File: src/sv/poly1305_mac_macros.svh
// Assertion macros for the Poly1305 MAC block.
// Included by the top level; no other dependencies.
`ifndef POLY1305_MAC_MACROS_SVH
`define POLY1305_MAC_MACROS_SVH

`ifndef ASSERT_OFF
// Same-cycle implication, disabled during reset.
`define P1305_ASSERT_IMP(lbl, ck, rs, ante, cons, msg) \
  lbl: assert property (@(posedge ck) disable iff (rs) (ante) |-> (cons)) else $error(msg);
// Next-cycle implication, disabled during reset.
`define P1305_ASSERT_NXT(lbl, ck, rs, ante, cons, msg) \
  lbl: assert property (@(posedge ck) disable iff (rs) (ante) |=> (cons)) else $error(msg);
`else
`define P1305_ASSERT_IMP(lbl, ck, rs, ante, cons, msg)
`define P1305_ASSERT_NXT(lbl, ck, rs, ante, cons, msg)
`endif

`endif

File: src/sv/p1305_pkg.sv
// Shared types, constants and helpers for the Poly1305 MAC.
// No dependencies; used by every module of the block.
package p1305_pkg;

  localparam int LIMBS     = 5;   // radix 2^26 limbs of the accumulator
  localparam int LIMB_W    = 26;
  localparam int ACC_W     = 27;  // stored limb, one bit of headroom
  localparam int SUM_W     = 28;  // limb after adding a message block
  localparam int RMUL_W    = 29;  // 5 * r limb
  localparam int PROD_W    = SUM_W + RMUL_W;
  localparam int DSUM_W    = 61;  // five products plus row carry
  localparam int CARRY_W   = DSUM_W - LIMB_W;
  localparam int FOLD_W    = CARRY_W + 3;
  localparam int KEY_W     = 64;
  localparam int BLK_W     = 128;
  localparam int CNT_W     = 5;
  localparam int IN_W      = 136;
  localparam int CFG_IDX_W = 3;
  localparam int ROW_W     = 3;

  localparam logic [KEY_W-1:0] CLAMP_LOW  = 64'h0ffffffc0fffffff;
  localparam logic [KEY_W-1:0] CLAMP_HIGH = 64'h0ffffffc0ffffffc;

  // Configuration register indexes
  localparam logic [CFG_IDX_W-1:0] CFG_R_LOW  = 3'd0;
  localparam logic [CFG_IDX_W-1:0] CFG_R_HIGH = 3'd1;
  localparam logic [CFG_IDX_W-1:0] CFG_S_LOW  = 3'd2;
  localparam logic [CFG_IDX_W-1:0] CFG_S_HIGH = 3'd3;

  typedef enum logic [2:0] {
    ST_IDLE,
    ST_MUL,
    ST_FOLD,
    ST_FIN1,
    ST_FIN2,
    ST_FIN3,
    ST_FIN4,
    ST_FIN5
  } state_t;

  // Sequencer to datapath controls
  typedef struct packed {
    logic             load;
    logic             issue;
    logic [ROW_W-1:0] row;
    logic             sum_en;
    logic [ROW_W-1:0] sum_row;
    logic             sum_first;
    logic             fold;
    logic             norm;
    logic             reduce;
    logic             select;
    logic             tag;
    state_t           state;
  } ctrl_t;

  // Message padding: returns {high pad bit, padded block}.
  // Full blocks keep all bytes and set 2^128; a short final block keeps
  // bytes below the count, places 0x01 at the count and drops 2^128.
  function automatic logic [BLK_W:0] pad_block(input logic [BLK_W-1:0] msg,
                                               input logic [CNT_W-1:0] cnt,
                                               input logic             last);
    logic [BLK_W-1:0] m;
    logic             full;
    full = !last || cnt[CNT_W-1];
    for (int j = 0; j < BLK_W / 8; j++) begin
      if (full || (CNT_W'(j) < cnt)) begin
        m[8*j +: 8] = msg[8*j +: 8];
      end else if (CNT_W'(j) == cnt) begin
        m[8*j +: 8] = 8'h01;
      end else begin
        m[8*j +: 8] = 8'h00;
      end
    end
    return {full, m};
  endfunction

endpackage

File: src/sv/p1305_ctrl.sv
// Sequencer for the Poly1305 MAC: row issue, carry fold and tag finish.
// Depends on p1305_pkg for the state and control types.
module p1305_ctrl (
  input  logic             clk,
  input  logic             rst,
  input  logic             in_fire,
  input  logic             absorb_req,
  input  logic             last_in,
  input  logic             out_free,
  output logic             in_ready,
  output p1305_pkg::ctrl_t ctl
);

  p1305_pkg::state_t              state;
  p1305_pkg::state_t              state_next;
  logic [p1305_pkg::ROW_W-1:0]    cnt;
  logic [p1305_pkg::ROW_W-1:0]    cnt_next;
  logic                           is_last;
  logic                           is_last_next;

  // State registers
  always_ff @(posedge clk) begin
    if (rst) begin
      state   <= p1305_pkg::ST_IDLE;
      cnt     <= '0;
      is_last <= 1'b0;
    end else begin
      state   <= state_next;
      cnt     <= cnt_next;
      is_last <= is_last_next;
    end
  end

  // Next state
  always_comb begin
    state_next   = state;
    cnt_next     = cnt;
    is_last_next = is_last;
    case (state)
      p1305_pkg::ST_IDLE: begin
        if (in_fire) begin
          is_last_next = last_in;
          cnt_next     = '0;
          state_next   = absorb_req ? p1305_pkg::ST_MUL : p1305_pkg::ST_FIN1;
        end
      end
      p1305_pkg::ST_MUL: begin
        cnt_next = cnt + 3'd1;
        if (cnt == p1305_pkg::ROW_W'(p1305_pkg::LIMBS)) begin
          state_next = p1305_pkg::ST_FOLD;
        end
      end
      p1305_pkg::ST_FOLD: state_next = is_last ? p1305_pkg::ST_FIN1 : p1305_pkg::ST_IDLE;
      p1305_pkg::ST_FIN1: state_next = p1305_pkg::ST_FIN2;
      p1305_pkg::ST_FIN2: state_next = p1305_pkg::ST_FIN3;
      p1305_pkg::ST_FIN3: state_next = p1305_pkg::ST_FIN4;
      p1305_pkg::ST_FIN4: state_next = p1305_pkg::ST_FIN5;
      p1305_pkg::ST_FIN5: begin
        if (out_free) begin
          state_next = p1305_pkg::ST_IDLE;
        end
      end
      default: state_next = p1305_pkg::ST_IDLE;
    endcase
  end

  // Control outputs
  always_comb begin
    in_ready      = (state == p1305_pkg::ST_IDLE);
    ctl           = '0;
    ctl.state     = state;
    ctl.row       = cnt;
    ctl.sum_row   = cnt - 3'd1;
    ctl.sum_first = (cnt == 3'd1);
    case (state)
      p1305_pkg::ST_IDLE: ctl.load = in_fire;
      p1305_pkg::ST_MUL: begin
        ctl.issue  = cnt < p1305_pkg::ROW_W'(p1305_pkg::LIMBS);
        ctl.sum_en = cnt != 3'd0;
      end
      p1305_pkg::ST_FOLD: ctl.fold = 1'b1;
      p1305_pkg::ST_FIN1, p1305_pkg::ST_FIN2: begin
        ctl.norm   = 1'b1;
        ctl.reduce = 1'b1;
      end
      p1305_pkg::ST_FIN3: ctl.norm = 1'b1;
      p1305_pkg::ST_FIN4: ctl.select = 1'b1;
      p1305_pkg::ST_FIN5: ctl.tag = out_free;
      default: ctl.load = 1'b0;
    endcase
  end

endmodule

File: config.mk
export PLATFORM = sky130hd
export DESIGN_NAME = p1305_ctrl
export DESIGN_NICKNAME = d
export VERILOG_FILES = /design/src/sv/poly1305_mac_macros.svh /design/src/sv/p1305_pkg.sv /design/src/sv/p1305_ctrl.sv
export SDC_FILE = /design/constraint.sdc
export NUM_CORES = 1
export LEC_CHECK = 0
export ABC_AREA = 1
export BUFFER_PORTS_ARGS = -buffer_cell sky130_fd_sc_hd__buf_4
export CORE_AREA = 2 2 39 41
export DETAILED_ROUTE_END_ITERATION = 8
export DIE_AREA = 0 0 41 43
export GPL_ROUTABILITY_DRIVEN = 0
export PLACE_DENSITY = 0.8
export SYNTH_ARGS = -nofsm -noshare
export SYNTH_HDL_FRONTEND = slang
export SYNTH_SLANG_ARGS = --single-unit
File: constraint.sdc
create_clock -name clk -period 2.6 [get_ports clk]
set_input_delay 0.13 -clock clk [delete_from_list [all_inputs] [get_ports clk]]
set_output_delay 0.13 -clock clk [all_outputs]
set_load 0.005 [all_outputs]
==> metrics list, run 1 <==
* Std cell rows: 14
- First-pass GRT wire length: 2063 um
- Data on the critical path arrives at its endpoint at 1.33 ns.
- Clock buffer depth: 2
- Power spread over the standard cell area amounts to 950.9 nW/um^2.
- Cell internal power was estimated by the tool at 395.3 uW.
* Startpoint types: register
* Detailed-router iteration count before antenna repair: 3
- CTS H-tree lvls: 1
* Die Outline Area: 1763 sq um
- Final antenna diode count: 0
- Drt total wl: 1193 um
- Worst hold slack: around 0.086 ns
- Leaving out fill and tap cells, the most frequent cell in the layout is sky130_fd_sc_hd__buf_4.
* CTS tree: done
* Clock latency of the later-clocked register in the worst-skew pair: roughly 0.25 ns
- IO Pins: 25
- Once routing completed, OpenROAD measured the worst setup slack at 1.135 ns.
- Detailed routing placed a total of roughly 570 um of wire on met2.
* Sequential area share after synthesis: 0.2738
* Worst Setup Slack post-DPL: 1.410 ns
- Met3 wire len: just under 90 um
- Based on the critical path, the design can be clocked at up to slightly below 700 MHz.
- Core area: between 1000 and 1500 sq um
* Gate Count Post-Synth: a little over 80
- For this block, wires on met1 add up to 512 um.
* Endpoints failing setup: 0
- Tightest slew margin relative to the limit: 0.7462
- The worst setup path is captured at an output port.
- Sequential share of power: 0.272
* Syn Std Cell Area: roughly 510 sq um
- For this run, the share of the core covered by cells in the final layout is 0.5253.
- The worst-case IR drop observed on VDD is about 0.00045 V.
- In the routed design, unresolved DRC markers number 0.
- Area added between synthesis and finish: 42.05%
* Portion of the clock cycle consumed by the worst path in the final layout: 0.5635
- The library cells used most frequently in the layout, excluding fill and tap cells, are sky130_fd_sc_hd__buf_4 (24), sky130_fd_sc_hd__nand2_1 (21), sky130_fd_sc_hd__inv_1 (14), sky130_fd_sc_hd__nor2_1 (7), sky130_fd_sc_hd__dfxtp_1 (7).
- For this run, the total global-route usage over all layers was measured as 0.1700.
- The share of total power dissipated in the clock network is 0.145.
* Run status: finished clean
- Worst Path Class, Setup: register to output port
- After synthesis, the mean cell area works out to 6.241 sq um.
- Starting utilization of the core area: 0.3698
- After clock tree synthesis, the clock-pin slew on the worst setup and hold paths is 0.05 ns.
- The detailed router placed 574 vias in this run.
- On the final layout, the worst clock skew is approximately 0.0013 ns.
- DPL Wire Length: a little under 1000 um
* Number of DRC markers after the initial detailed-route iteration: 7
* Post-cts resize count: 0
- In the routed layout, each cell is associated on average with a via count of 4.592.
- Unrepaired setup endpoints after global routing: false
- Switching power total: 295.9 uW
* Count of state elements after synthesis: 7
- Synthesis instantiated 18 different standard cells from the library.
- The net count of the finished layout is 120.
- Comb power frac: 0.583
- Summed over all failing endpoints, the final setup total negative slack is 0 ns.
- CTS root buffer: sky130_fd_sc_hd__clkbuf_4
- Final hold vios: 0
- Clock period minus final worst setup slack: about 1.5 ns
* X dimension of the die: approximately 41 um
- Die Y: around 43 um
- Synthesized netlist net count: a little over 90
- Max-cap viol count: 0
- The max-slew violation count is 0.
* Largest net degree at the start of global routing: 11
- Of the total power, the share spent switching nets is 0.4281.
- Initial antenna violation count: 0
- Of the cells placed in the final design, the portion with a size suffix greater than 1 is 0.3211.
- Total number of clock tree sinks: 7
* Endpoint required time on the critical path: ~2.5 ns
- Total power for the finished layout comes to ~700 uW.
- Once detail routing completed, the nets flagged for antenna violations numbered 0.
- For the pin with the worst max-slew slack, the measured transition is about 0.38 ns.
- Routed WL per cell: roughly 9.5 um
* Synthesis warning total: 0
- Static leakage: 0.0003950 uW
- Port Buffers: 24
- In this run the worst path has a maximum fanout of 8.
- After clock tree synthesis, the flow added hold-fix buffers numbering 0.
- Buffers inserted during post-CTS setup optimization: 0
- The worst hold path belongs to the class input pin to register.
* CTS buffer count: 3
- Remaining Overflow, GRT: 0
- Number of global-route vias before repair: between 500 and 600
- Uppermost metal layer occupied by signal nets: met4
## worst max-delay path: stages, from the launching register on
cell and delay, ns:
sky130_fd_sc_hd__dfxtp_1 0.55, sky130_fd_sc_hd__inv_2 0.09, sky130_fd_sc_hd__nor3_1 0.28, sky130_fd_sc_hd__buf_4 0.16
## kinds of logic after synthesis
group	Yosys count	synth area share
AOI/OAI and AO/OA	9	0.08801
xor gates and xnor gates	1	0.01712
adders and majority gates	4	0.09780
buffers and inverters	19	0.1540
DFF	7	0.2738
and+or+nand+nor	42	0.3692
## registers in the layout (all words and copies together) (netlist names)
name	count
is_last	1
state	3
cnt	3
## final cells by class
type / count / area (sq um)
Clock buffer: 4 / 26.28
Fill cell: 153 / 656.9
Inverter: 18 / 67.56
Multi-Input combinational cell: 56 / 292.8
Sequential cell: 7 / 140.1
Tap cell: 16 / 20.02
Timing Repair Buffer: 24 / 180.2
## final timing paths
| check | start | depth (start not counted) | slack (ns) | endpoint |
|---|---|---|---|---|
| worst min-delay path | rst | 2 | 0.09 | cnt[1]$_SDFFE_PP0P_ |
| worst min register to register | is_last$_SDFFE_PP0P_ | 2 | 0.47 | is_last$_SDFFE_PP0P_ |
| worst max-delay path | state[2]$_SDFFE_PP0P_ | 3 | 1.14 | ctl[3] |
| worst max register to register | cnt[1]$_SDFFE_PP0P_ | 7 | 1.42 | state[0]$_SDFFE_PP0P_ |
## per-stage QoR
step,std cells,area (sq um)
floorplan,82,511.7
global placement,121,700.7
detailed placement,121,700.7
CTS,125,726.9
global route,125,726.9
finish,125,726.9
## metal layers
| layer | vias up | GRT usage |
|---|---|---|
| met5 | - | 0 |
| met4 | 0 | 0.1000 |
| met3 | 2 | 0.03141 |
| met2 | 22 | 0.2688 |
| met1 | 244 | 0.2006 |
| li1 | 306 | - |
## synth_stat cells, drive strengths merged
library cell,count,area [sq um]
nand4,1,6.260
buf,1,11.26
a21oi,6,30.03
nor3,3,15.01
nand2,23,91.34
nand3b,1,7.510
ha,4,50.05
xor2,1,8.760
o21ai,3,15.01
nor2,9,43.80
inv,18,67.56
nand3,5,25.02
dfxtp,7,140.1
## power groups by stage
| stage | Clock, uW | Combinational, uW | Sequential (uW) |
|---|---|---|---|
| after global placement | 0 | 402 | 189 |
| after CTS | 105 | 408 | 187 |
| after global routing | 113 | 459 | 195 |
| after detailed placement | 0 | 407 | 190 |
| final | 100 | 403 | 188 |
| after floorplan | 0 | 256 | 170 |
Power figures use the tool's default switching activity.
==> run 2: changes to the inputs <==
clock period = 1.35 ns   (was 2.6 ns; I/O delays follow)
==> run 2 against run 1 <==
Routed wire length fell by 1.3%. Sequential power increased by 91%. Via count rose by 0.70%. Clock power up 82%. Critical path type unchanged. Critical endpoint is now ctl[11]. Largest power group unchanged.
==> metrics list, run 2 (same netlist as run 1, synthesis figures left out) <==
- The proportion of layout cells with a drive suffix above 1 is 0.3636 (was 0.3211).
- Leading cell type in the layout, fill and taps excluded: sky130_fd_sc_hd__buf_4 (unchanged)
- Clock-pin transition on the worst setup and hold timing paths: 0.05 ns (about the same)
- Dividing the final minimum period by the clock period gives 0.9369.
- Drt total wl: 1177 um (was 1193 um)
- Detailed-router iteration count before antenna repair: 4 (was 3)
- Highest-count cells in the layout ignoring fill and taps: sky130_fd_sc_hd__buf_4 (25), sky130_fd_sc_hd__nand2_1 (21), sky130_fd_sc_hd__inv_1 (14), sky130_fd_sc_hd__nor2_1 (7), sky130_fd_sc_hd__a21oi_1 (6) (was sky130_fd_sc_hd__buf_4 (24), sky130_fd_sc_hd__nand2_1 (21), sky130_fd_sc_hd__inv_1 (14), sky130_fd_sc_hd__nor2_1 (7), sky130_fd_sc_hd__dfxtp_1 (7))
- Total power density per cell area: 1811 nW/um^2 (was 950.9 nW/um^2)
* Core area: 1384 sq um (unchanged)
- The critical path required time is 1.28 ns (was 2.47 ns).
- The via count normalized by instance count was 4.587 (was 4.592).
- The standby leakage power came to 0.0004019 uW (was 0.0003950 uW).
- Area added between synthesis and finish: 44.50% (was 42.05%)
* Final antenna diode count: 0 (unchanged)
- Fmax: 790.6 MHz
- The y dimension of the die is 43 um (unchanged).
- Final core area utilization: 0.5344 (was 0.5253)
- The maximum vdd ir drop was 0.0009279 V (was 0.0004549 V).
- Routed WL per cell: 9.341 um (was 9.544 um)
- The worst slew margin relative to its limit is 0.7893 (was 0.7462).
* X dimension of the die: 41 um (unchanged)
* Die Outline Area: 1763 sq um (unchanged)
- The H-tree depth came to 1 (unchanged).
- Setup TNS Final: 0 ns (unchanged)
- The CTS buffer count came to 3 (unchanged).
- The placement-stage worst setup slack came to 0.1936 ns (was 1.410 ns).
* Worst R2R Start: cnt[1]$_SDFFE_PP0P_ (unchanged)
- Number of nets in the final layout: 121 (was 120)
* Number of global-route vias before repair: 469 (was 514)
* Data arrival time at the worst-slack endpoint: 1.20 ns (was 1.33 ns)
- Clock buffer depth: 2 (unchanged)
- Max-cap viol count: 0 (unchanged)
- The instance area after placement is 708.2 sq um (was 700.7 sq um).
* Beginning of the worst hold path: rst (unchanged)
- The initial antenna violation count was 0 (unchanged).
* Port Buffers: 24 (unchanged)
* Remaining Overflow, GRT: 0 (unchanged)
- Largest net degree at the start of global routing: 11 (unchanged)
* Unrepaired setup endpoints after global routing: false (unchanged)
- IO Pins: 25 (unchanged)
- Crit-path max FO: 6 (was 8)
- The final count of hold timing violations was 0 (unchanged).
- Clock period minus final worst setup slack: 1.265 ns
- Std cell rows: 14 (unchanged)
- The post-layout worst setup margin came to 0.08518 ns (was 1.135 ns).
- The element type at the critical path end was an output port (unchanged).
* R2R setup slack: 0.21 ns (was 1.42 ns)
- The origin of the worst setup path is cnt[0]$_SDFFE_PP0P_ (was state[2]$_SDFFE_PP0P_).
- Number of DRC markers after the initial detailed-route iteration: 12 (was 7)
* Class of the tightest hold or removal check: input pin to register (unchanged)
- The max-slew violation count came to 0 (unchanged).
* Post-route DRC: 0 (unchanged)
* Endpoints failing setup: 0 (unchanged)
* Worst Path Class, Setup: register to output port (unchanged)
* Via count: 578 (was 574)
* Run status: finished clean (unchanged)
* GRT Overall Usage: 0.1600 (was 0.1700)
- The cell at the root of the clock tree was sky130_fd_sc_hd__clkbuf_4 (unchanged).
- Total number of clock tree sinks: 7 (unchanged)
- Slew of the pin with the lowest slew margin: 0.3127 ns (was 0.3802 ns)
- Largest registers: cnt x3, state x3, is_last x1 (unchanged)
- Number of placed instances, taps included: 122 (was 121)
- Worst Skew: 0.004972 ns (was 0.001266 ns)
- The number of buffers inserted by post-CTS setup repair is 0 (unchanged).
- The non-filler instance count after layout is 126 (was 125).
- The startpoint kind of the worst setup timing path was a register (unchanged).
- Clock latency of the later-clocked register in the worst-skew pair: 0.24 ns (was 0.25 ns)
- The starting density of the core is 0.3698 (unchanged).
* First-pass GRT wire length: 1911 um (was 2063 um)
- The area of all placed cells without fillers is 739.5 sq um (was 726.9 sq um).
* DPL Wire Length: 1010 um (was 975.1 um)
- The clock tree from TritonCTS is done (unchanged).
* Antenna Nets Post-Route: 0 (unchanged)
-- run 2: area by class of cell --
cell class	count	area [sq um]
multi-input cells	56	292.8
flip-flops and latches	7	145.1
fillers	151	644.4
repair buffers	25	187.7
inverters	18	67.56
well taps	16	20.02
clock buffers	4	26.28
-- run 2: worst max-delay path: stages, from the launching register on --
cell and delay, ns:
sky130_fd_sc_hd__dfxtp_2 0.37, sky130_fd_sc_hd__inv_1 0.10, sky130_fd_sc_hd__ha_1 0.21, sky130_fd_sc_hd__xor2_1 0.14, sky130_fd_sc_hd__buf_4 0.14
-- run 2: final timing paths --
path / to / depth (start not counted)
setup / recovery: ctl[11] / 4
hold / removal: cnt[1]$_SDFFE_PP0P_ / 2
setup reg to reg: state[1]$_SDFFE_PP0P_ / 7
hold reg to reg: is_last$_SDFFE_PP0P_ / 2
-- run 2: layer usage --
metal	wire, um	global-route usage
met2	593	0.2531
met5	0	0
met3	87	0.03665
met1	474	0.1812
met4	22	0.1000
-- run 2: timing repair --
action,4_1_cts,5_1_grt
endpoints found under the setup margin,4,4
hold buffers,0,0
resized for setup,2,2
-- run 2: power breakdown --
| part | switching [uW] | total [uW] | internal [uW] |
|---|---|---|---|
| clock | 70.0 | 182 | 112 |
| sequential | 90.8 | 359 | 268 |
| combinational | 399 | 798 | 398 |
| total | 560 | 1340 | 779 |
-- run 2: metrics by stage --
stage / power, uW / hold WS [ns]
4_1_cts: 1354 / 0.02010
3_3_place_gp: 1141 / 0.2837
2_1_floorplan: 821.8 / 0.1366
6_report: 1339 / 0.01544
5_1_grt: 1474 / 0.02774
3_5_place_dp: 1159 / 0.2807
